File: config.mk
export PLATFORM = sky130hd
export DESIGN_NAME = h2f_reduce
export DESIGN_NICKNAME = d
export VERILOG_FILES = /design/src/hw/rtl/h2f_pkg.sv /design/src/hw/rtl/h2f_reduce.sv
export SDC_FILE = /design/constraint.sdc
export NUM_CORES = 2
export LEC_CHECK = 0
export BUFFER_PORTS_ARGS = -buffer_cell sky130_fd_sc_hd__buf_2
export CAP_MARGIN = 20
export CORE_MARGIN = 4
export CORE_UTILIZATION = 39
export DETAILED_ROUTE_END_ITERATION = 16
export PLACE_DENSITY = 0.65
export SYNTH_ARGS = -nofsm -noshare
export SYNTH_HDL_FRONTEND = slang
export SYNTH_SLANG_ARGS = --single-unit
File: constraint.sdc
create_clock -name clock -period 42.5 [get_ports clock]
set_input_delay 10.625 -clock clock [delete_from_list [all_inputs] [get_ports clock]]
set_output_delay 10.625 -clock clock [all_outputs]
set_load 0.005 [all_outputs]
File: src/hw/rtl/h2f_pkg.sv
// Shared types, constants and helper functions of the hash-to-field block.
// No dependencies; every module of the block and the testbench import this package.
package h2f_pkg;

   localparam int QUEUE_DEPTH = 4;
   localparam int QPTR_W = 2;

   localparam int FIN_PREFIX_LEN = 44;
   localparam logic [5:0] FIN_PREFIX_END = 6'(FIN_PREFIX_LEN - 1);
   localparam logic [6:0] LEN_FIELD_POS = 7'd112;
   localparam logic [6:0] BLOCK_LAST = 7'd127;
   localparam logic [7:0] PAD_BYTE = 8'h80;
   localparam logic [3:0] LEN_BYTE_LAST = 4'd15;
   // bytes added after the message (44) plus the leading zero block (128)
   localparam int LEN_OFFSET = 172;
   localparam logic [6:0] LAST_ROUND = 7'd79;
   localparam logic [1:0] LAST_LIMB = 2'd3;

   typedef logic [0:7][63:0] digest_type;

   typedef struct packed {
      logic [7:0] msg_byte;
      logic has_byte;
      logic last;
   } item_type;

   typedef struct packed {
      logic load_init;
      logic load_b1;
      logic start;
      logic wr_en;
      logic [6:0] wr_idx;
      logic [7:0] wr_byte;
   } core_ctl_type;

   typedef enum logic [3:0] {
      ST_INIT,
      ST_INIT_GO,
      ST_RUN,
      ST_FIN_SETUP,
      ST_FIN,
      ST_B1,
      ST_B1_GO,
      ST_RED_GO,
      ST_WAIT,
      ST_OUT
   } back_state_type;

   typedef enum logic [1:0] {
      PH_PREFIX,
      PH_PAD,
      PH_ZERO,
      PH_LENGTH
   } fin_phase_type;

   typedef enum logic [1:0] {
      RS_SUM,
      RS_FOLD_A,
      RS_FOLD_B,
      RS_CANON
   } red_step_type;

   localparam digest_type SHA_IV = {
      64'h6a09e667f3bcc908, 64'hbb67ae8584caa73b, 64'h3c6ef372fe94f82b, 64'ha54ff53a5f1d36f1,
      64'h510e527fade682d1, 64'h9b05688c2b3e6c1f, 64'h1f83d9abfb41bd6b, 64'h5be0cd19137e2179};

   // Second half of the b1 block: 0x01, tag, 0x04, 0x28, pad, bit length 848.
   localparam digest_type B1_TAIL = {
      64'h0145435652465f65,
      64'h6477617264733235, 64'h3531395f584d443a, 64'h5348412d3531325f,
      64'h454c4c325f4e555f, 64'h0428800000000000, 64'h0000000000000000,
      64'h0000000000000350};

   localparam logic [7:0] FIN_PREFIX [FIN_PREFIX_LEN] = '{
      8'h00, 8'h30, 8'h00, 8'h45, 8'h43, 8'h56, 8'h52, 8'h46, 8'h5f, 8'h65, 8'h64,
      8'h77, 8'h61, 8'h72, 8'h64, 8'h73, 8'h32, 8'h35, 8'h35, 8'h31, 8'h39, 8'h5f,
      8'h58, 8'h4d, 8'h44, 8'h3a, 8'h53, 8'h48, 8'h41, 8'h2d, 8'h35, 8'h31, 8'h32,
      8'h5f, 8'h45, 8'h4c, 8'h4c, 8'h32, 8'h5f, 8'h4e, 8'h55, 8'h5f, 8'h04, 8'h28};

   localparam logic [63:0] SHA_K [80] = '{
      64'h428a2f98d728ae22, 64'h7137449123ef65cd, 64'hb5c0fbcfec4d3b2f, 64'he9b5dba58189dbbc,
      64'h3956c25bf348b538, 64'h59f111f1b605d019, 64'h923f82a4af194f9b, 64'hab1c5ed5da6d8118,
      64'hd807aa98a3030242, 64'h12835b0145706fbe, 64'h243185be4ee4b28c, 64'h550c7dc3d5ffb4e2,
      64'h72be5d74f27b896f, 64'h80deb1fe3b1696b1, 64'h9bdc06a725c71235, 64'hc19bf174cf692694,
      64'he49b69c19ef14ad2, 64'hefbe4786384f25e3, 64'h0fc19dc68b8cd5b5, 64'h240ca1cc77ac9c65,
      64'h2de92c6f592b0275, 64'h4a7484aa6ea6e483, 64'h5cb0a9dcbd41fbd4, 64'h76f988da831153b5,
      64'h983e5152ee66dfab, 64'ha831c66d2db43210, 64'hb00327c898fb213f, 64'hbf597fc7beef0ee4,
      64'hc6e00bf33da88fc2, 64'hd5a79147930aa725, 64'h06ca6351e003826f, 64'h142929670a0e6e70,
      64'h27b70a8546d22ffc, 64'h2e1b21385c26c926, 64'h4d2c6dfc5ac42aed, 64'h53380d139d95b3df,
      64'h650a73548baf63de, 64'h766a0abb3c77b2a8, 64'h81c2c92e47edaee6, 64'h92722c851482353b,
      64'ha2bfe8a14cf10364, 64'ha81a664bbc423001, 64'hc24b8b70d0f89791, 64'hc76c51a30654be30,
      64'hd192e819d6ef5218, 64'hd69906245565a910, 64'hf40e35855771202a, 64'h106aa07032bbd1b8,
      64'h19a4c116b8d2d0c8, 64'h1e376c085141ab53, 64'h2748774cdf8eeb99, 64'h34b0bcb5e19b48a8,
      64'h391c0cb3c5c95a63, 64'h4ed8aa4ae3418acb, 64'h5b9cca4f7763e373, 64'h682e6ff3d6b2b8a3,
      64'h748f82ee5defb2fc, 64'h78a5636f43172f60, 64'h84c87814a1f0ab72, 64'h8cc702081a6439ec,
      64'h90befffa23631e28, 64'ha4506cebde82bde9, 64'hbef9a3f7b2c67915, 64'hc67178f2e372532b,
      64'hca273eceea26619c, 64'hd186b8c721c0c207, 64'heada7dd6cde0eb1e, 64'hf57d4f7fee6ed178,
      64'h06f067aa72176fba, 64'h0a637dc5a2c898a6, 64'h113f9804bef90dae, 64'h1b710b35131c471b,
      64'h28db77f523047d84, 64'h32caab7b40c72493, 64'h3c9ebe0a15c9bebc, 64'h431d67c49c100d4c,
      64'h4cc5d4becb3e42b6, 64'h597f299cfc657e2a, 64'h5fcb6fab3ad6faec, 64'h6c44198c4a475817};

   function automatic logic [63:0] rotr(input logic [63:0] x, input int unsigned n);
      return (x >> n) | (x << (64 - n));
   endfunction

   function automatic logic [63:0] big_sigma0(input logic [63:0] x);
      return rotr(x, 28) ^ rotr(x, 34) ^ rotr(x, 39);
   endfunction

   function automatic logic [63:0] big_sigma1(input logic [63:0] x);
      return rotr(x, 14) ^ rotr(x, 18) ^ rotr(x, 41);
   endfunction

   function automatic logic [63:0] small_sigma0(input logic [63:0] x);
      return rotr(x, 1) ^ rotr(x, 8) ^ (x >> 7);
   endfunction

   function automatic logic [63:0] small_sigma1(input logic [63:0] x);
      return rotr(x, 19) ^ rotr(x, 61) ^ (x >> 6);
   endfunction

endpackage

File: src/hw/rtl/h2f_reduce.sv
// Reduction of a 384-bit big-endian value modulo 2^255-19, four steps.
// Depends on h2f_pkg.
module h2f_reduce import h2f_pkg::*; (
   input  logic         clock,
   input  logic         reset,
   input  logic         start,
   input  logic [383:0] value,
   output logic         busy,
   output logic [255:0] result
);

   red_step_type step_ff, step_in;
   logic         busy_ff, busy_in;
   logic [255:0] lo_ff;
   logic [133:0] m_ff, m_calc;
   logic [256:0] acc_ff, acc_in;
   logic [6:0]   fold_add;
   logic [255:0] canon_try;

   assign busy   = busy_ff;
   assign result = acc_ff[255:0];

   always_comb begin
      // high 128 bits times 38 (2^256 is 38 mod p)
      m_calc = {value[383:256], 5'b0} + {3'b0, value[383:256], 2'b0}
             + {4'b0, value[383:256], 1'b0};
      // bits at 2^255 and above fold back times 19
      fold_add  = 7'({acc_ff[256:255], 4'b0}) + 7'({acc_ff[256:255], 1'b0})
                + 7'(acc_ff[256:255]);
      canon_try = {1'b0, acc_ff[254:0]} + 256'(19);
   end

   always_comb begin
      step_in = step_ff;
      busy_in = busy_ff;
      acc_in  = acc_ff;
      if (start) begin
         busy_in = 1'b1;
         step_in = RS_SUM;
      end else if (busy_ff) begin
         unique case (step_ff)
            RS_SUM: begin
               acc_in  = {1'b0, lo_ff} + 257'(m_ff);
               step_in = RS_FOLD_A;
            end
            RS_FOLD_A: begin
               acc_in  = {2'b0, acc_ff[254:0]} + 257'(fold_add);
               step_in = RS_FOLD_B;
            end
            RS_FOLD_B: begin
               acc_in  = {2'b0, acc_ff[254:0]} + 257'(fold_add);
               step_in = RS_CANON;
            end
            RS_CANON: begin
               acc_in  = canon_try[255] ? {2'b0, canon_try[254:0]} : {2'b0, acc_ff[254:0]};
               busy_in = 1'b0;
            end
            default: begin
               step_in = RS_SUM;
            end
         endcase
      end
   end

   always_ff @(posedge clock) begin
      if (reset) begin
         busy_ff <= 1'b0;
         step_ff <= RS_SUM;
      end else begin
         busy_ff <= busy_in;
         step_ff <= step_in;
      end
   end

   always_ff @(posedge clock) begin
      acc_ff <= acc_in;
      if (start) begin
         lo_ff <= value[255:0];
         m_ff  <= m_calc;
      end
   end

endmodule

* Word-level counts from Yosys, hierarchy flattened
Index checks and enable logic that the tools add are counted.
Storage, ports and cells: output and inout bits 257, flip-flop bits (word level) 650, input port bits 387
Operators by class: mux-type cells 6, bitwise operators 1, add/sub/neg operators 7, reductions and logical operators 7, equality and inequality tests 4
Operators with widths (number):
- $pmux W257 S3 | 1
- $add A256 B134 Y257 | 1
- $add A255 B5 Y256 const B | 1
- $add A255 B7 Y256 | 1
- $mux W255 | 1
- $add A133 B130 Y134 | 1
- $add A134 B129 Y134 | 1
- $add A6 B3 Y7 | 1
- $add A7 B2 Y7 | 1
- $pmux W2 S3 | 1
- $eq A2 B2 Y1 const B | 2
- $reduce_and A2 Y1 | 2
- $reduce_or A2 Y1 | 2
- $mux W1 | 3
- $reduce_and A3 Y1 | 1
- $reduce_bool A3 Y1 | 1
- $eq A2 B1 Y1 const B | 1
- $logic_not A2 Y1 | 1
- $ne A2 B2 Y1 const B | 1
- $not A1 Y1 | 1

* Longest topological paths before layout
depth in word-level cells 4, depth in mapped cells 17

* Worst setup path before layout
OpenSTA, ideal clock, no wires.
path kind in2reg, from in start, to reg acc_ff[0], enable pin, stages 2, slack 12071 ps, arrival time 29167 ps, data required time 41238 ps, cells stage by stage nor2b_1 a21boi_0
Between the ends: longest elaborated chain between the ends 2
Ends and longest elaborated chain:
- start, declared | line h2f_reduce.sv:6 | input logic start,
- $not A1 Y1 (no source line)
- $reduce_and A3 Y1 (no source line)
- end signal, assigned | line h2f_reduce.sv:76 | acc_ff <= acc_in;
- end, declared | line h2f_reduce.sv:16 | logic [256:0] acc_ff, acc_in;
No other way between the ends. A chain may end at the register's enable or synchronous reset.

* Worst setup path after layout
from in value[259], to reg m_ff[130] (data pin)
Between the ends: longest elaborated chain between the ends 2
Ends and longest elaborated chain:
- start, declared | line h2f_reduce.sv:7 | input logic [383:0] value,
- $add A133 B130 Y134 | line h2f_reduce.sv:25 | m_calc = {value[383:256], 5'b0} + {3'b0, value[383:256], 2'b0}
- $add A134 B129 Y134 (*) | line h2f_reduce.sv:26 | + {4'b0, value[383:256], 1'b0};
- via m_calc[130] | line h2f_reduce.sv:15 | logic [133:0] m_ff, m_calc;
- end signal, assigned | line h2f_reduce.sv:79 | m_ff <= m_calc;
- end, declared | line h2f_reduce.sv:15
Mark *: on every way through the listed nets, which the timed path passes. The rest lies on a longest branch.

==> qor.yml <==
status: "completed"
die_h_um: 404
clk_pin_slew_ns: 0.06
start_util_pct: 39.4
max_freq_mhz: 63.0
startpoint: "value[259]"
critPathSlowestCell: "o41ai_2"
netlist-cell-type-count: 100
grt_max_degree: 109
netlist_instances: 7300
final_cells: 9683
gp_congestion: 1.09
fin_skew_ns: 0.0385
min_period_ns: 15.86
routed_via_density: 6.74
drc: 0
hp-class: "flop to flop"
dieArea_um2: 163000
reg2reg_from: "acc_ff[160]"
grt_pass1_vias: 60106
worstSetupPathType: "input pin to flop"
dominantRegCellSynth: "edfxtp_1"
dp.cells: 9516
ys_seq_area_share_pct: 31.9
synth_nets: 8093
hold_buffers: 0
top_level_ports: 644
drt_iter0_drc: 10031
cts_setup_buffers: 0
std_cell_rows: 144
critPathRequiredTime_ns: 42.95
final_net_count: 8356
yosys.area.top_type: "edfxtp_1"
cap_violations: 0
clockBufferDepth: 3
hold_viol_final: 0
die_w_um: 404
power_mw: 3.03
rsz0062_at_grt: "false"
power.density_nw_per_um2: 44.9
max_stage_delay_ns: 0.98
cp.buffers_inverters: 3
min-delay-start: "lo_ff[0]"
grt_remaining_overflow: 0
max_slew_margin_pct: 11.3
portBuffers: 643
fill_cells: 15640
tns_ns: 0
path_cells: "buf_2 -> inv_1 -> fa_1 -> inv_1 -> ha_1 -> o21ai_0 -> o21a_1 -> o31ai_1 -> nand3_1 -> a2111oi_0 -> nor3_1 -> o41ai_2 -> a21oi_1 -> a21oi_2 -> nand3_1 -> o31ai_1 -> xor2_1"
synth.top_cell.area_share_pct: 31.8
grt_antenna_before_repair: 25
maxSlewViolCount: 0
hpwlAfterDp_um: 289000
cts_tree: "done"
ys_ff_latch: 649
clk_latency_ns: 0.73
grt_pass1_wl_um: 476000
cts.htree.levels: 3
p_leak_nw: 23.9
cts_inserted_buffers: 81
wl_um: 351000
arrival_ns: 16.32
core_area_um2: 155000
yosys-top-cells-area: "edfxtp_1, ha_1, a21oi_1, nand2_1, o21ai_0"
setup_violations: 0
ctsResizeCount: 0
first_pass_iters: 8
ant_nets: 0
grtUsageTotal_pct: 41.2
crit_path_start_kind: "input pin"
cp_max_fo: 5
critPathTopFamily: "compound AO/OA/AOI/OAI gates"
drive_gt1_share_pct: 13.6
syn_to_final_growth_pct: 10.7
tightest_slew_ns: 1.32
finalCritPeriodShare_pct: 37.3
async_reset_ff_share_pct: 0
vias: 65301
yosysWarnings: 0
clock_sinks: 649
synth_area_per_cell_um2: 8.36
ir_worst_vdd_v: 0.0000313
mappedNetlistArea_um2: 61000
synth-edff-count: 646
cp-end-kind: "flop"
avgRoutedWirePerCell_um: 36.3
cts_root_buf: "clkbuf_16"
==> metrics by stage <==
step	hold WS, ns	utilization, %	setup WS [ns]	instance area, um^2
floorplan	0.500	-	12.07	61000
global placement	0.530	41.8	26.19	64600
detailed placement	0.519	41.8	25.97	64700
CTS	0.552	43.6	26.73	67500
global route	0.611	43.6	26.57	67500
finish	0.559	43.7	26.64	67600
==> cells by family after synthesis <==
logic type      count (synthesis)  synth area share (%)
flops                         649                  31.9
simple gates                 2958                  23.9
mux                             9                 0.150
fa+ha+maj                     406                  9.90
xor+xnor                      492                  7.06
buf+inv                       719                  6.03
compound gates               2067                  21.1
==> cell type report <==
class | instances | area [um^2] | share of cell area (%)
inverter | 129 | 488 | 0.722
antenna | 14 | 35.0 | 0.0518
multi-input combinational | 5932 | 38000 | 56.3
tap | 2044 | 2560 | 3.79
sequential | 649 | 19500 | 28.8
timing repair buffer | 770 | 4210 | 6.23
clock inverter | 54 | 737 | 1.09
clock buffer | 91 | 2060 | 3.06
==> power breakdown <==
group | switching (mW) | internal, mW | total, mW | leakage, nW
Sequential | 0.120 | 0.848 | 0.968 | 6.21
Combinational | 0.867 | 0.445 | 1.31 | 16.3
Clock | 0.319 | 0.435 | 0.754 | 1.35
Total | 1.31 | 1.73 | 3.03 | 23.9
==> cell usage after synthesis, types with 20 or more instances <==
library cell and number:
a22oi_1 63, o31ai_1 34, nor2_1 587, and4_1 43
or4_1 33, and3_1 146, and2_1 50, fa_1 128
nor3_1 244, or3_1 67, buf_4 259, o22ai_1 46
nand3_1 321, nor4_1 101, a21boi_0 29, clkbuf_1 303
o21bai_1 69, o221ai_1 25, o221a_2 20, a211oi_1 69
xor2_1 188, ha_1 278, o21a_1 43, nor2b_1 33
edfxtp_1 646, o21ai_0 556, o211ai_1 31, nand2_1 836
a221oi_1 85, xnor2_1 304, a21oi_1 641, inv_1 127
a21o_1 157, or2_2 46, nand4_1 330, a31oi_1 49
nand2b_1 37
==> final timing paths <==
path | endpoint | slack [ns] | depth (start not counted)
max | m_ff[130] | 26.64 | 17
min | acc_ff[0] | 0.56 | 2
max reg2reg | acc_ff[98] | 34.73 | 13
min reg2reg | acc_ff[0] | 0.56 | 2
==> worst register-to-register path, cell delays in order (launching register included) <==
cell and delay [ns]:
edfxtp_1 0.94, nand3_1 0.39, nor2_1 0.23, nand2_1 0.07
buf_4 0.23, nor4b_1 0.74, nand4_1 0.43, or3_1 0.51
or4_1 0.63, nor4_1 0.29, nand2_1 0.26, a21boi_4 0.86
buf_4 0.84, buf_4 0.83
==> metal layers <==
metal  vias up  global-route usage [%]  share of wire (%)
li1      27720                       -                  -
met1     32448                    55.8                 41
met2      4376                    59.7                 41
met3       747                    11.8                 12
met4        10                    20.7                6.0
met5         -                       0              0.021
==> cell usage in the layout (no fill, tap or decap), types with 50 or more instances in the layout <==
| cell | count |
|---|---|
| nand2_1 | 836 |
| edfxtp_1 | 646 |
| buf_2 | 644 |
| a21oi_1 | 640 |
| nor2_1 | 585 |
| o21ai_0 | 556 |
| nand4_1 | 330 |
| nand3_1 | 321 |
| xnor2_1 | 304 |
| ha_1 | 276 |
| nor3_1 | 237 |
| xor2_1 | 188 |
| a21o_1 | 157 |
| and3_1 | 146 |
| fa_1 | 128 |
| inv_1 | 126 |
| buf_4 | 116 |
| nor4_1 | 97 |
| a221oi_1 | 85 |
| clkbuf_16 | 81 |
| o21bai_1 | 69 |
| or3_1 | 67 |
| a211oi_1 | 67 |
| a22oi_1 | 63 |
| and2_1 | 50 |
==> flip-flops by register name (all words and copies together) (netlist names) <==
| signal | cells |
|---|---|
| step_ff | 2 |
| lo_ff | 256 |
| acc_ff | 257 |
| busy | 1 |
| m_ff | 133 |
No activity file was read; power rests on OpenSTA's default activity.
