--- src/hw/rtl/h2f_pkg.sv ---
// Shared types, constants and helper functions of the hash-to-field block.
// No dependencies; every module of the block and the testbench import this package.
package h2f_pkg;

   localparam int QUEUE_DEPTH = 4;
   localparam int QPTR_W = 2;

   localparam int FIN_PREFIX_LEN = 44;
   localparam logic [5:0] FIN_PREFIX_END = 6'(FIN_PREFIX_LEN - 1);
   localparam logic [6:0] LEN_FIELD_POS = 7'd112;
   localparam logic [6:0] BLOCK_LAST = 7'd127;
   localparam logic [7:0] PAD_BYTE = 8'h80;
   localparam logic [3:0] LEN_BYTE_LAST = 4'd15;
   // bytes added after the message (44) plus the leading zero block (128)
   localparam int LEN_OFFSET = 172;
   localparam logic [6:0] LAST_ROUND = 7'd79;
   localparam logic [1:0] LAST_LIMB = 2'd3;

   typedef logic [0:7][63:0] digest_type;

   typedef struct packed {
      logic [7:0] msg_byte;
      logic has_byte;
      logic last;
   } item_type;

   typedef struct packed {
      logic load_init;
      logic load_b1;
      logic start;
      logic wr_en;
      logic [6:0] wr_idx;
      logic [7:0] wr_byte;
   } core_ctl_type;

   typedef enum logic [3:0] {
      ST_INIT,
      ST_INIT_GO,
      ST_RUN,
      ST_FIN_SETUP,
      ST_FIN,
      ST_B1,
      ST_B1_GO,
      ST_RED_GO,
      ST_WAIT,
      ST_OUT
   } back_state_type;

   typedef enum logic [1:0] {
      PH_PREFIX,
      PH_PAD,
      PH_ZERO,
      PH_LENGTH
   } fin_phase_type;

   typedef enum logic [1:0] {
      RS_SUM,
      RS_FOLD_A,
      RS_FOLD_B,
      RS_CANON
   } red_step_type;

   localparam digest_type SHA_IV = {
      64'h6a09e667f3bcc908, 64'hbb67ae8584caa73b, 64'h3c6ef372fe94f82b, 64'ha54ff53a5f1d36f1,
      64'h510e527fade682d1, 64'h9b05688c2b3e6c1f, 64'h1f83d9abfb41bd6b, 64'h5be0cd19137e2179};

   // Second half of the b1 block: 0x01, tag, 0x04, 0x28, pad, bit length 848.
   localparam digest_type B1_TAIL = {
      64'h0145435652465f65,
      64'h6477617264733235, 64'h3531395f584d443a, 64'h5348412d3531325f,
      64'h454c4c325f4e555f, 64'h0428800000000000, 64'h0000000000000000,
      64'h0000000000000350};

   localparam logic [7:0] FIN_PREFIX [FIN_PREFIX_LEN] = '{
      8'h00, 8'h30, 8'h00, 8'h45, 8'h43, 8'h56, 8'h52, 8'h46, 8'h5f, 8'h65, 8'h64,
      8'h77, 8'h61, 8'h72, 8'h64, 8'h73, 8'h32, 8'h35, 8'h35, 8'h31, 8'h39, 8'h5f,
      8'h58, 8'h4d, 8'h44, 8'h3a, 8'h53, 8'h48, 8'h41, 8'h2d, 8'h35, 8'h31, 8'h32,
      8'h5f, 8'h45, 8'h4c, 8'h4c, 8'h32, 8'h5f, 8'h4e, 8'h55, 8'h5f, 8'h04, 8'h28};

   localparam logic [63:0] SHA_K [80] = '{
      64'h428a2f98d728ae22, 64'h7137449123ef65cd, 64'hb5c0fbcfec4d3b2f, 64'he9b5dba58189dbbc,
      64'h3956c25bf348b538, 64'h59f111f1b605d019, 64'h923f82a4af194f9b, 64'hab1c5ed5da6d8118,
      64'hd807aa98a3030242, 64'h12835b0145706fbe, 64'h243185be4ee4b28c, 64'h550c7dc3d5ffb4e2,
      64'h72be5d74f27b896f, 64'h80deb1fe3b1696b1, 64'h9bdc06a725c71235, 64'hc19bf174cf692694,
      64'he49b69c19ef14ad2, 64'hefbe4786384f25e3, 64'h0fc19dc68b8cd5b5, 64'h240ca1cc77ac9c65,
      64'h2de92c6f592b0275, 64'h4a7484aa6ea6e483, 64'h5cb0a9dcbd41fbd4, 64'h76f988da831153b5,
      64'h983e5152ee66dfab, 64'ha831c66d2db43210, 64'hb00327c898fb213f, 64'hbf597fc7beef0ee4,
      64'hc6e00bf33da88fc2, 64'hd5a79147930aa725, 64'h06ca6351e003826f, 64'h142929670a0e6e70,
      64'h27b70a8546d22ffc, 64'h2e1b21385c26c926, 64'h4d2c6dfc5ac42aed, 64'h53380d139d95b3df,
      64'h650a73548baf63de, 64'h766a0abb3c77b2a8, 64'h81c2c92e47edaee6, 64'h92722c851482353b,
      64'ha2bfe8a14cf10364, 64'ha81a664bbc423001, 64'hc24b8b70d0f89791, 64'hc76c51a30654be30,
      64'hd192e819d6ef5218, 64'hd69906245565a910, 64'hf40e35855771202a, 64'h106aa07032bbd1b8,
      64'h19a4c116b8d2d0c8, 64'h1e376c085141ab53, 64'h2748774cdf8eeb99, 64'h34b0bcb5e19b48a8,
      64'h391c0cb3c5c95a63, 64'h4ed8aa4ae3418acb, 64'h5b9cca4f7763e373, 64'h682e6ff3d6b2b8a3,
      64'h748f82ee5defb2fc, 64'h78a5636f43172f60, 64'h84c87814a1f0ab72, 64'h8cc702081a6439ec,
      64'h90befffa23631e28, 64'ha4506cebde82bde9, 64'hbef9a3f7b2c67915, 64'hc67178f2e372532b,
      64'hca273eceea26619c, 64'hd186b8c721c0c207, 64'heada7dd6cde0eb1e, 64'hf57d4f7fee6ed178,
      64'h06f067aa72176fba, 64'h0a637dc5a2c898a6, 64'h113f9804bef90dae, 64'h1b710b35131c471b,
      64'h28db77f523047d84, 64'h32caab7b40c72493, 64'h3c9ebe0a15c9bebc, 64'h431d67c49c100d4c,
      64'h4cc5d4becb3e42b6, 64'h597f299cfc657e2a, 64'h5fcb6fab3ad6faec, 64'h6c44198c4a475817};

   function automatic logic [63:0] rotr(input logic [63:0] x, input int unsigned n);
      return (x >> n) | (x << (64 - n));
   endfunction

   function automatic logic [63:0] big_sigma0(input logic [63:0] x);
      return rotr(x, 28) ^ rotr(x, 34) ^ rotr(x, 39);
   endfunction

   function automatic logic [63:0] big_sigma1(input logic [63:0] x);
      return rotr(x, 14) ^ rotr(x, 18) ^ rotr(x, 41);
   endfunction

   function automatic logic [63:0] small_sigma0(input logic [63:0] x);
      return rotr(x, 1) ^ rotr(x, 8) ^ (x >> 7);
   endfunction

   function automatic logic [63:0] small_sigma1(input logic [63:0] x);
      return rotr(x, 19) ^ rotr(x, 61) ^ (x >> 6);
   endfunction

endpackage

--- src/hw/rtl/h2f_req_if.sv ---
// Request channel of the hash-to-field block: one message item per transfer.
// No dependencies.
interface h2f_req_if;
   logic       valid;
   logic       ready;
   logic [7:0] msg_byte;
   logic       has_byte;
   logic       last;

   modport source (output valid, msg_byte, has_byte, last, input ready);
   modport sink (input valid, msg_byte, has_byte, last, output ready);
endinterface

--- src/hw/rtl/h2f_front.sv ---
// Front end: takes request transfers, drops idle items, queues the rest.
// Depends on h2f_pkg and h2f_req_if.
module h2f_front import h2f_pkg::*; (
   input  logic     clock,
   input  logic     reset,
   h2f_req_if.sink  req,
   output logic     q_valid,
   output item_type q_item,
   input  logic     q_pop
);

   item_type q_ff [QUEUE_DEPTH];
   logic [QPTR_W-1:0] wr_ptr_ff, wr_ptr_in, rd_ptr_ff, rd_ptr_in;
   logic [QPTR_W:0]   fill_ff, fill_in;
   logic push, pop;

   assign req.ready = (fill_ff != (QPTR_W+1)'(QUEUE_DEPTH));
   assign q_valid   = (fill_ff != '0);
   assign q_item    = q_ff[rd_ptr_ff];

   // keep only items that carry a byte or end the message
   assign push = req.valid & req.ready & (req.has_byte | req.last);
   assign pop  = q_pop & q_valid;

   always_comb begin
      wr_ptr_in = push ? wr_ptr_ff + 1'b1 : wr_ptr_ff;
      rd_ptr_in = pop ? rd_ptr_ff + 1'b1 : rd_ptr_ff;
      fill_in   = fill_ff + (QPTR_W+1)'(push) - (QPTR_W+1)'(pop);
   end

   always_ff @(posedge clock) begin
      if (reset) begin
         wr_ptr_ff <= '0;
         rd_ptr_ff <= '0;
         fill_ff   <= '0;
      end else begin
         wr_ptr_ff <= wr_ptr_in;
         rd_ptr_ff <= rd_ptr_in;
         fill_ff   <= fill_in;
      end
   end

   always_ff @(posedge clock) begin
      if (push) begin
         q_ff[wr_ptr_ff] <= '{msg_byte: req.msg_byte, has_byte: req.has_byte, last: req.last};
      end
   end

endmodule

--- src/flat_wrapper.sv ---
// flat-port wrapper written by rule: the top's interface ports become plain ports
module h2f_front_flat import h2f_pkg::*;
  (clock, reset, q_valid, q_item, q_pop, req_valid, req_msg_byte, req_has_byte, req_last, req_ready);
  h2f_req_if req_i ();
  input  logic clock;
  input  logic reset;
  output logic q_valid;
  output item_type q_item;
  input  logic q_pop;
  input wire logic [$bits(req_i.valid)-1:0] req_valid;
  input wire logic [$bits(req_i.msg_byte)-1:0] req_msg_byte;
  input wire logic [$bits(req_i.has_byte)-1:0] req_has_byte;
  input wire logic [$bits(req_i.last)-1:0] req_last;
  output wire logic [$bits(req_i.ready)-1:0] req_ready;
  assign req_i.valid = req_valid;
  assign req_i.msg_byte = req_msg_byte;
  assign req_i.has_byte = req_has_byte;
  assign req_i.last = req_last;
  assign req_ready = req_i.ready;
  h2f_front u_core (.clock(clock), .reset(reset), .req(req_i), .q_valid(q_valid), .q_item(q_item), .q_pop(q_pop));
endmodule
--- config.mk ---
export PLATFORM = sky130hd
export DESIGN_NAME = h2f_front_flat
export DESIGN_NICKNAME = d
export VERILOG_FILES = /design/src/hw/rtl/h2f_pkg.sv /design/src/hw/rtl/h2f_req_if.sv /design/src/hw/rtl/h2f_front.sv /design/src/flat_wrapper.sv
export SDC_FILE = /design/constraint.sdc
export NUM_CORES = 1
export LEC_CHECK = 0
export BUFFER_PORTS_ARGS = -buffer_cell sky130_fd_sc_hd__buf_2
export CORE_AREA = 5 5 69 71
export CTS_CLUSTER_SIZE = 28
export DETAILED_ROUTE_END_ITERATION = 10
export DIE_AREA = 0 0 74 76
export PLACE_DENSITY = 0.66
export SYNTH_ARGS = -nofsm -noshare
export SYNTH_HDL_FRONTEND = slang
export SYNTH_SLANG_ARGS = --single-unit
--- constraint.sdc ---
create_clock -name clock -period 2.95 [get_ports clock]
set_input_delay 0 -clock clock [delete_from_list [all_inputs] [get_ports clock]]
set_output_delay 0 -clock clock [all_outputs]
set_load 0.01 [all_outputs]
# Yosys cells after proc, flatten, opt, wreduce, memory -nomap -nowiden
# Memory sizes are Yosys's and may differ from the RTL's. A register that Yosys moved wholly into a read port is not among the register bits.
# Cells that the tools add are included.
# word_totals
reg_bits,7
latch_bits,0
ram_bits,40
mem_bits_ro,0
inputBits,14
output_inout_bits,12
elab_cells,18
mem_count,1
# classes
addsub,4
mul,0
div,0
magnitude_cmp,0
eq_ne,1
shifts,0
n_mux,4
bitwise,4
n_reduce_logical,1
# memory_table
name,depth,word_bits,rd,rd_clocked_by_memory_dff,wr,line,text
u_core.q_ff,4,10,1,1,1,h2f_front.sv:12,item_type q_ff [QUEUE_DEPTH];
# op_table
op,n
"adder 2 x 1 -> 2 bit, second input constant",2
2-to-1 mux 2 bit,2
adder 3 x 1 -> 3 bit,1
AND 1 bit,3
"!= test 3 bit, second input constant",1
nonzero test 3 bit,1
subtractor 3 x 1 -> 3 bit,1
2-to-1 mux 1 bit,2
bitwise OR 1 bit,1

# Logic depth before layout (Yosys ltp)
# Gate-level depths: netlist (run 1).
# depth
ltp_word,5
mapped_depth,9
depth_no_buf,9

# Worst setup path after synthesis (run 1)
# No wires, ideal clock.
# synth_path
path_kind,reg2reg
start,register u_core.fill_ff[1]
end,register u_core.fill_ff[2]
setup_time_ns,0.073
arrival_ns,2.054
required_time_ns,2.877
path_slack_ns,0.822
path_stages_with_launch,10
n_path_buf,0
period_less_slack_ns,2.128
path_cell_list,dfxtp_1 > o31a_2 > ha_1 > inv_1 > ha_1 > inv_1 > fa_1 > xor2_1 > and2_1 > nor3_2
# synth_between
elab_cells_between_ends,7
cone_classes,add/sub (2); eq/ne (1); bitwise (3); reduce/logical (1)
# synth_lines
item,line,text
from (decl),h2f_front.sv:14,"logic [QPTR_W:0] fill_ff, fill_in;"
from (signal assigned),h2f_front.sv:39,fill_ff <= fill_in;
nonzero test 3 bit,h2f_front.sv:18,assign q_valid = (fill_ff != '0);
AND 1 bit,h2f_front.sv:23,assign pop = q_pop & q_valid;
via u_core.pop,h2f_front.sv:15,"logic push, pop;"
subtractor 3 x 1 -> 3 bit,h2f_front.sv:28,fill_in = fill_ff + (QPTR_W+1)'(push) - (QPTR_W+1)'(pop);
# The timed path passes the listed nets, and every way through them passes these cells.
# A chain may end at the register's enable or synchronous reset.

# Worst setup path in the final report (run 1)
# Same ends and word-level chain as after synthesis.

==> summary.md, run 1 <==
| Metric | Value |
|---|---|
| Outcome | complete, no violations |
| Setup TNS | 0 ns |
| Non-filler cells, final | 195 |
| Max Cap Viol | 0 |
| Remaining DRCs | 0 |
| Wire per inst | 15.4 um |
| ANT nets after route | 0 |
| Critical path data arrival time | 2.48 ns |
| DR vias/cell | 4.97 |
| Peak supply drop | 0.386 mV |
| Static Leak | 0.823 nW |
| Largest stage delay on the critical path | 0.43 ns |
| WS Path Type | reg -> reg |
| Synth Warn # | 0 |
| Place WS | 0.705 ns |
| Syn Inst Count | 102 |
| Startpoint Class | flop |
| Crit share post-route | 76.4% |
| Required @ worst endpoint | 3.18 ns |
| Sink Count | 49 |
| Vias in the first global route | 1038 |
| CP endpoint kind | flop |
| Filler cell count | 333 |
| Clock tree from TritonCTS | done |
| Post-route cell area | 2310 um^2 |
| Top post-synthesis cells by area | edfxtp_1 62%, mux4_2 12%, dfxtp_1 9.3% |
| Synth Register Bits | 49 |
| Critical path's slowest cell | fa_1 |
| Post-CTS setup buffers | 0 |
| First-pass GRT wire length | 4930 um |
| WP buf/inv | 2 |
| Root buf cell | clkbuf_8 |
| H-tree depth reported by CTS | 2 |
| Crit path max-delay family | adder cells |
| Min Tclk post-route | 2.25 ns |
| Layout cells sized above 1 | 33.6% |
| Syn nets | 123 |
| Worst skew pair latency | 0.30 ns |
| PD cells | 755 nW/um^2 |
| GRT overflow | 0 |
| Placed inst area | 2110 um^2 |
| Starting DRC count in detailed routing | 38 |
| Global Route Usage Sum | 11.9% |
| Clock buffer depth | 2 |
| Cell variety after synth | 25 |
| # setup viols final | 0 |
| Post-Syn Area | 1940 um^2 |
| Slew @ Worst Pin | 0.690 ns |
| Post-DP HPWL | 2040 um |
| Die width | 74 um |
| HP Class | in -> reg |
| RSZ-0062 raised after global routing | false |
| Sequential-to-total area share from yosys stat | 71.1% |
| Height of the die | 76 um |
| CORE AREA | 4170 um^2 |
| Placed insts | 176 |
| Maximum number of pins on one net before global-route repair | 17 |
| Via count | 970 |
| CP cell instances | o31a_2 -> ha_1 -> inv_1 -> ha_1 -> inv_1 -> fa_1 -> xor2_1 -> and2_1 -> nor3_2 |
| Final clock skew | 0.00650 ns |
| Avg Synthesized Cell Area | 19.0 um^2 |
| Synth area leader | edfxtp_1 |
| Final worst-path setup slack | 0.697 ns |
| Ant diodes | 0 |
| Final nets | 163 |
| Max Slew Vio Count | 0 |
| Synth top area share | 61.9% |
| Hold Vio Cnt, Final | 0 |
| DR pass1 iterations | 3 |
| Rel. slew slack | 53.9% |
| Die ar. | 5620 um^2 |
| Starting Density | 46.5% |
| Layout area overhead | 19.0% |
| I/O pins | 26 |
| Row Count | 24 |
| Port-buffer cells | 25 |
| CP Max Fanout | 7 |
| Fmax achieved | 0.444 GHz |
| Initial antenna violation count | 0 |
| Final Wtd Congestion | 0.649 |
| WL final | 3000 um |
| Clock slew at reported path FFs | 0.08 ns |
| CTS Buf Count | 5 |
==> worst register-to-register path: stages (launching register included) <==
cell and delay [ns]:
dfxtp_1 0.38, o31a_2 0.41, ha_1 0.30, inv_1 0.06, ha_1 0.13, inv_1 0.05, fa_1 0.43, xor2_1 0.16
and2_1 0.18, nor3_2 0.10
==> placed cells by master, fill, tap and decap left out, types with 2 or more instances in the layout <==
| cell | netlist | routed |
|---|---|---|
| mux4_2 | 10 | 10 |
| xor2_1 | 2 | 2 |
| clkbuf_8 | 0 | 5 |
| dlygate4sd3_1 | 0 | 11 |
| ha_1 | 6 | 6 |
| edfxtp_1 | 40 | 40 |
| inv_1 | 5 | 5 |
| and2_1 | 5 | 5 |
| nor2_1 | 7 | 7 |
| buf_2 | 0 | 25 |
| dfxtp_1 | 9 | 9 |
| nand2b_1 | 2 | 2 |
==> kinds of logic (layout without fill, tap and decap cells) <==
| kind of cell | count (synthesis) | count (layout) | synth area share (%) |
|---|---|---|---|
| fa+ha+maj | 7 | 7 | 4.90 |
| simple gates | 19 | 19 | 5.28 |
| compound gates | 4 | 4 | 2.06 |
| flops | 49 | 49 | 71.1 |
| mux | 12 | 12 | 12.9 |
| buf+inv | 8 | 49 | 2.00 |
| xor+xnor | 3 | 3 | 1.74 |
==> path summary, 6_finish.rpt <==
| kind | from | to | slack [ns] | depth (start not counted) |
|---|---|---|---|---|
| max | u_core.fill_ff[1] | u_core.fill_ff[2] | 0.70 | 9 |
| min | q_pop | flop | 0.12 | 4 |
| max reg2reg | u_core.fill_ff[1] | u_core.fill_ff[2] | 0.70 | 9 |
| min reg2reg | u_core.wr_ptr_ff[1] | u_core.wr_ptr_ff[1] | 0.53 | 2 |
==> synthesized netlist by cell type, drive strengths merged <==
cell / count
edfxtp: 40
mux4: 10
dfxtp: 9
nor2: 8
ha: 6
and2: 5
inv: 5
clkbuf: 2
nand2b: 2
xor2: 2
a21oi: 1
buf: 1
fa: 1
mux2: 1
mux2i: 1
nand2: 1
nor2b: 1
nor3: 1
o21ai: 1
o311ai: 1
o31a: 1
or3: 1
xnor2: 1
==> per-layer routing <==
| layer | up-vias | GRT usage, % | part of all wire [%] |
|---|---|---|---|
| li1 | 463 | - | - |
| met1 | 481 | 14.9 | 43 |
| met2 | 19 | 18.9 | 50 |
| met3 | 7 | 3.30 | 4.8 |
| met4 | 0 | 5.43 | 1.9 |
| met5 | - | 0 | 0 |
==> flip-flops by register name, summed over array words and instances (netlist names), named ones only <==
signal	count
u_core.rd_ptr_ff	2
u_core.q_ff	40
u_core.wr_ptr_ff	2
u_core.fill_ff	3
==> area by class of cell <==
type / instances / area, um^2 / share of cell area [%]
Inverter: 5 / 18.8 / 0.812
Clock buffer: 5 / 68.8 / 2.98
Timing Repair Buffer: 36 / 235 / 10.2
Multi-Input combinational cell: 45 / 522 / 22.6
Clock inverter: 3 / 20.0 / 0.866
Tap cell: 52 / 65.1 / 2.82
Sequential cell: 49 / 1380 / 59.8
==> repair_timing <==
action,CTS,global route
gates resized for setup,0,0
hold buffers,11,0
endpoints found under the hold margin,45,0
==> power breakdown <==
group | switching (mW) | internal, mW
registers | 0.0932 | 0.830
logic | 0.194 | 0.245
clock network | 0.216 | 0.167
total | 0.504 | 1.24
==> through the flow <==
| step | utilization, % | power, mW | hold slack, ns |
|---|---|---|---|
| global route | 55.4 | 1.85 | 0.145 |
| CTS | 55.4 | 1.78 | 0.105 |
| floorplan | - | 1.24 | 0.0989 |
| global placement | 50.6 | 1.36 | 0.211 |
| finish | 55.4 | 1.75 | 0.117 |
| detailed placement | 50.6 | 1.38 | 0.221 |
No activity file was read; power rests on OpenSTA's default activity.
==> inputs of run 2 (changes only) <==
- ABC_AREA: not set -> 1
- CORE_AREA: 5 5 69 71 -> 5 5 70 72
- DIE_AREA: 0 0 74 76 -> 0 0 75 77
- PLACE_DENSITY: 0.66 -> 0.65
- clock period: 2.95 -> 2.1 ns (I/O delays scaled with it)
==> run 2 against run 1 <==
Synthesized cell count is 64% higher. Final cell count rose by 35%. Total power up 55%. Sequential cell count stayed put. Maximum frequency is 15% higher. Worst setup slack worse by 0.55 ns. Non-clock buffer count is 6 higher. Routed wire length rose by 30%. Critical path depth is 2 higher. Critical path type unchanged. Critical endpoint unchanged. Largest power group unchanged.
==> summary.md, run 2 <==
| Metric | Value |
|---|---|
| DR WL met3 | 180 um |
| Remaining DRCs | 0 |
| Post-route cell area | 2420 um^2 |
| Top post-synthesis cells by area | edfxtp_1 60%, dfxtp_1 9.1%, nor2_1 6.6% |
| Cell variety after synth | 20 |
| Hold Vio Cnt, Final | 0 |
| Post-DP HPWL | 2690 um |
| Filler cell count | 352 |
| Vias in the first global route | 1338 |
| I/O pins | 26 |
| Port-buffer cells | 25 |
| EDFF count, synth | 40 |
| Avg Synthesized Cell Area | 11.9 um^2 |
| H-tree depth reported by CTS | 2 |
| Max Slew Vio Count | 0 |
| Largest stage delay on the critical path | 0.43 ns |
| Startpoint Class | flop |
| Critical path's slowest cell | fa_1 |
| Top reg by flops | u_core.q_ff |
| Syn Inst Count | 167 |
| Most common cell in the netlist | edfxtp_1 |
| DR pass1 iterations | 4 |
| Starting Density | 46.9% |
| WS Path Type | reg -> reg |
| CP cell instances | nor2_2 -> nand2_2 -> nand2_2 -> inv_2 -> ha_1 -> inv_1 -> ha_1 -> inv_1 -> fa_1 -> nor2_1 -> nor2_1 |
| Root buf cell | clkbuf_8 |
| DR vias/cell | 5.10 |
| Min Tclk post-route | 1.96 ns |
| Commonest non-fill, non-tap cell in the layout | edfxtp_1 |
| Met2 wire len | 2110 um |
| Main synth FF type | edfxtp_1 |
| Commonest cells in the netlist | 40 x edfxtp_1, 35 x nor2_1, 16 x inv_1 |
| WL final | 3900 um |
| RSZ-0062 raised after global routing | false |
| WL met1 | 1540 um |
| Global Route Usage Sum | 14.8% |
| Clock buffer depth | 2 |
| Required @ worst endpoint | 2.29 ns |
| Height of the die | 77 um |
| Setup TNS | 0 ns |
| Row Count | 24 |
| Most frequent cells in the layout | 40 x edfxtp_1, 34 x nor2_1, 25 x buf_2 |
| Power, Total | 2.70 mW |
| Starting DRC count in detailed routing | 57 |
| Synth area leader | edfxtp_1 |
| CP Max Fanout | 4 |
| CP endpoint kind | flop |
| First-pass GRT wire length | 6330 um |
| Async S/R FF share, synth | 0% |
| Die ar. | 5780 um^2 |
| HP Class | in -> reg |
| Largest registers | u_core.q_ff (40), u_core.fill_ff (3) |
| Worst skew pair latency | 0.29 ns |
| Via count | 1347 |
| Rel. slew slack | 71.2% |
| WP buf/inv | 3 |
| Synth Warn # | 0 |
| Placed inst area | 2190 um^2 |
| Layout cells sized above 1 | 22.6% |
| Ant diodes | 0 |
| Maximum number of pins on one net before global-route repair | 21 |
| Clock slew at reported path FFs | 0.08 ns |
| PD cells | 1110 nW/um^2 |
| Critical path data arrival time | 2.15 ns |
| Place WS | 0.134 ns |
| CORE AREA | 4230 um^2 |
| Final Wtd Congestion | 0.773 |
| # setup viols final | 0 |
| Post-CTS setup buffers | 0 |
| Crit path max-delay family | adder cells |
| Final worst-path setup slack | 0.144 ns |
| Largest register FFs | 40 |
| Final nets | 232 |
| Wire per inst | 14.8 um |
| Clock tree from TritonCTS | done |
| Synth Register Bits | 49 |
| Outcome | complete, no violations |
| GRT overflow | 0 |
| Sink Count | 49 |
| Max Cap Viol | 0 |
| Die width | 75 um |
| Final clock skew | 0.00317 ns |
| Layout area overhead | 22.0% |
| Sequential-to-total area share from yosys stat | 69.5% |
| Top Metal Used | met4 |
| Slew @ Worst Pin | 0.431 ns |
| Initial antenna violation count | 0 |
| Synth top area share | 60.5% |
| Crit share post-route | 93.2% |
| Peak supply drop | 0.448 mV |
| ANT nets after route | 0 |
| Syn nets | 188 |
| Fmax achieved | 0.511 GHz |
| Post-Syn Area | 1990 um^2 |
| Static Leak | 0.948 nW |
| CTS Buf Count | 5 |
-- run 2: worst paths after layout --
check	startpoint	endpoint	slack (ns)	cells past startpoint
worst max-delay path	u_core.fill_ff[1]	u_core.fill_ff[2]	0.14	11
worst min-delay path	q_pop	u_core.rd_ptr_ff[1]	0.01	3
worst max register to register	u_core.fill_ff[1]	u_core.fill_ff[2]	0.14	11
worst min register to register	u_core.rd_ptr_ff[1]	u_core.rd_ptr_ff[1]	0.51	2
-- run 2: metal layers --
layer	up-vias	track usage [%]
met5	-	0
met4	0	5.34
met1	651	17.9
met3	6	4.05
met2	31	24.7
li1	659	-
-- run 2: worst min-delay path, stage by stage --
cell and delay (ns):
buf_2 0.11, nand3_1 0.09, a21oi_2 0.06
-- run 2: cell type report --
| cell class | instances | area, um^2 | share of cell area [%] |
|---|---|---|---|
| Sequential cell | 49 | 1380 | 57.0 |
| Multi-Input combinational cell | 95 | 513 | 21.2 |
| Timing Repair Buffer | 42 | 280 | 11.6 |
| Clock buffer | 7 | 86.3 | 3.56 |
| Inverter | 18 | 67.6 | 2.79 |
| Tap cell | 52 | 65.1 | 2.68 |
| Clock inverter | 1 | 30.0 | 1.24 |
-- run 2: logic make-up after synthesis --
logic type	share of synthesized area, %
buffers and inverters	4.79
and+or+nand+nor	11.3
adders and majority gates	4.79
DFF	69.5
AOI/OAI and AO/OA	9.13
xor gates and xnor gates	0.441
-- run 2: timing repair --
| item | CTS | global route |
|---|---|---|
| endpoints found under the setup margin | 0 | 1 |
| endpoints found under the hold margin | 44 | 0 |
| hold buffers | 11 | 0 |
| resized for setup | 0 | 1 |
-- run 2: power breakdown --
part	leakage (nW)	internal, mW	switching, mW	total (mW)
Sequential	0.439	1.17	0.0905	1.26
Clock	0.0585	0.388	0.278	0.666
Combinational	0.451	0.307	0.469	0.775
-- run 2: metrics by stage --
step	utilization (%)	instances	hold WS, ns
after detailed placement	51.8	245	0.217
after global routing	57.2	264	0.0205
final	57.2	264	0.0141
after global placement	51.8	245	0.214
after CTS	57.2	264	0.00538
after floorplan	-	167	0.0667
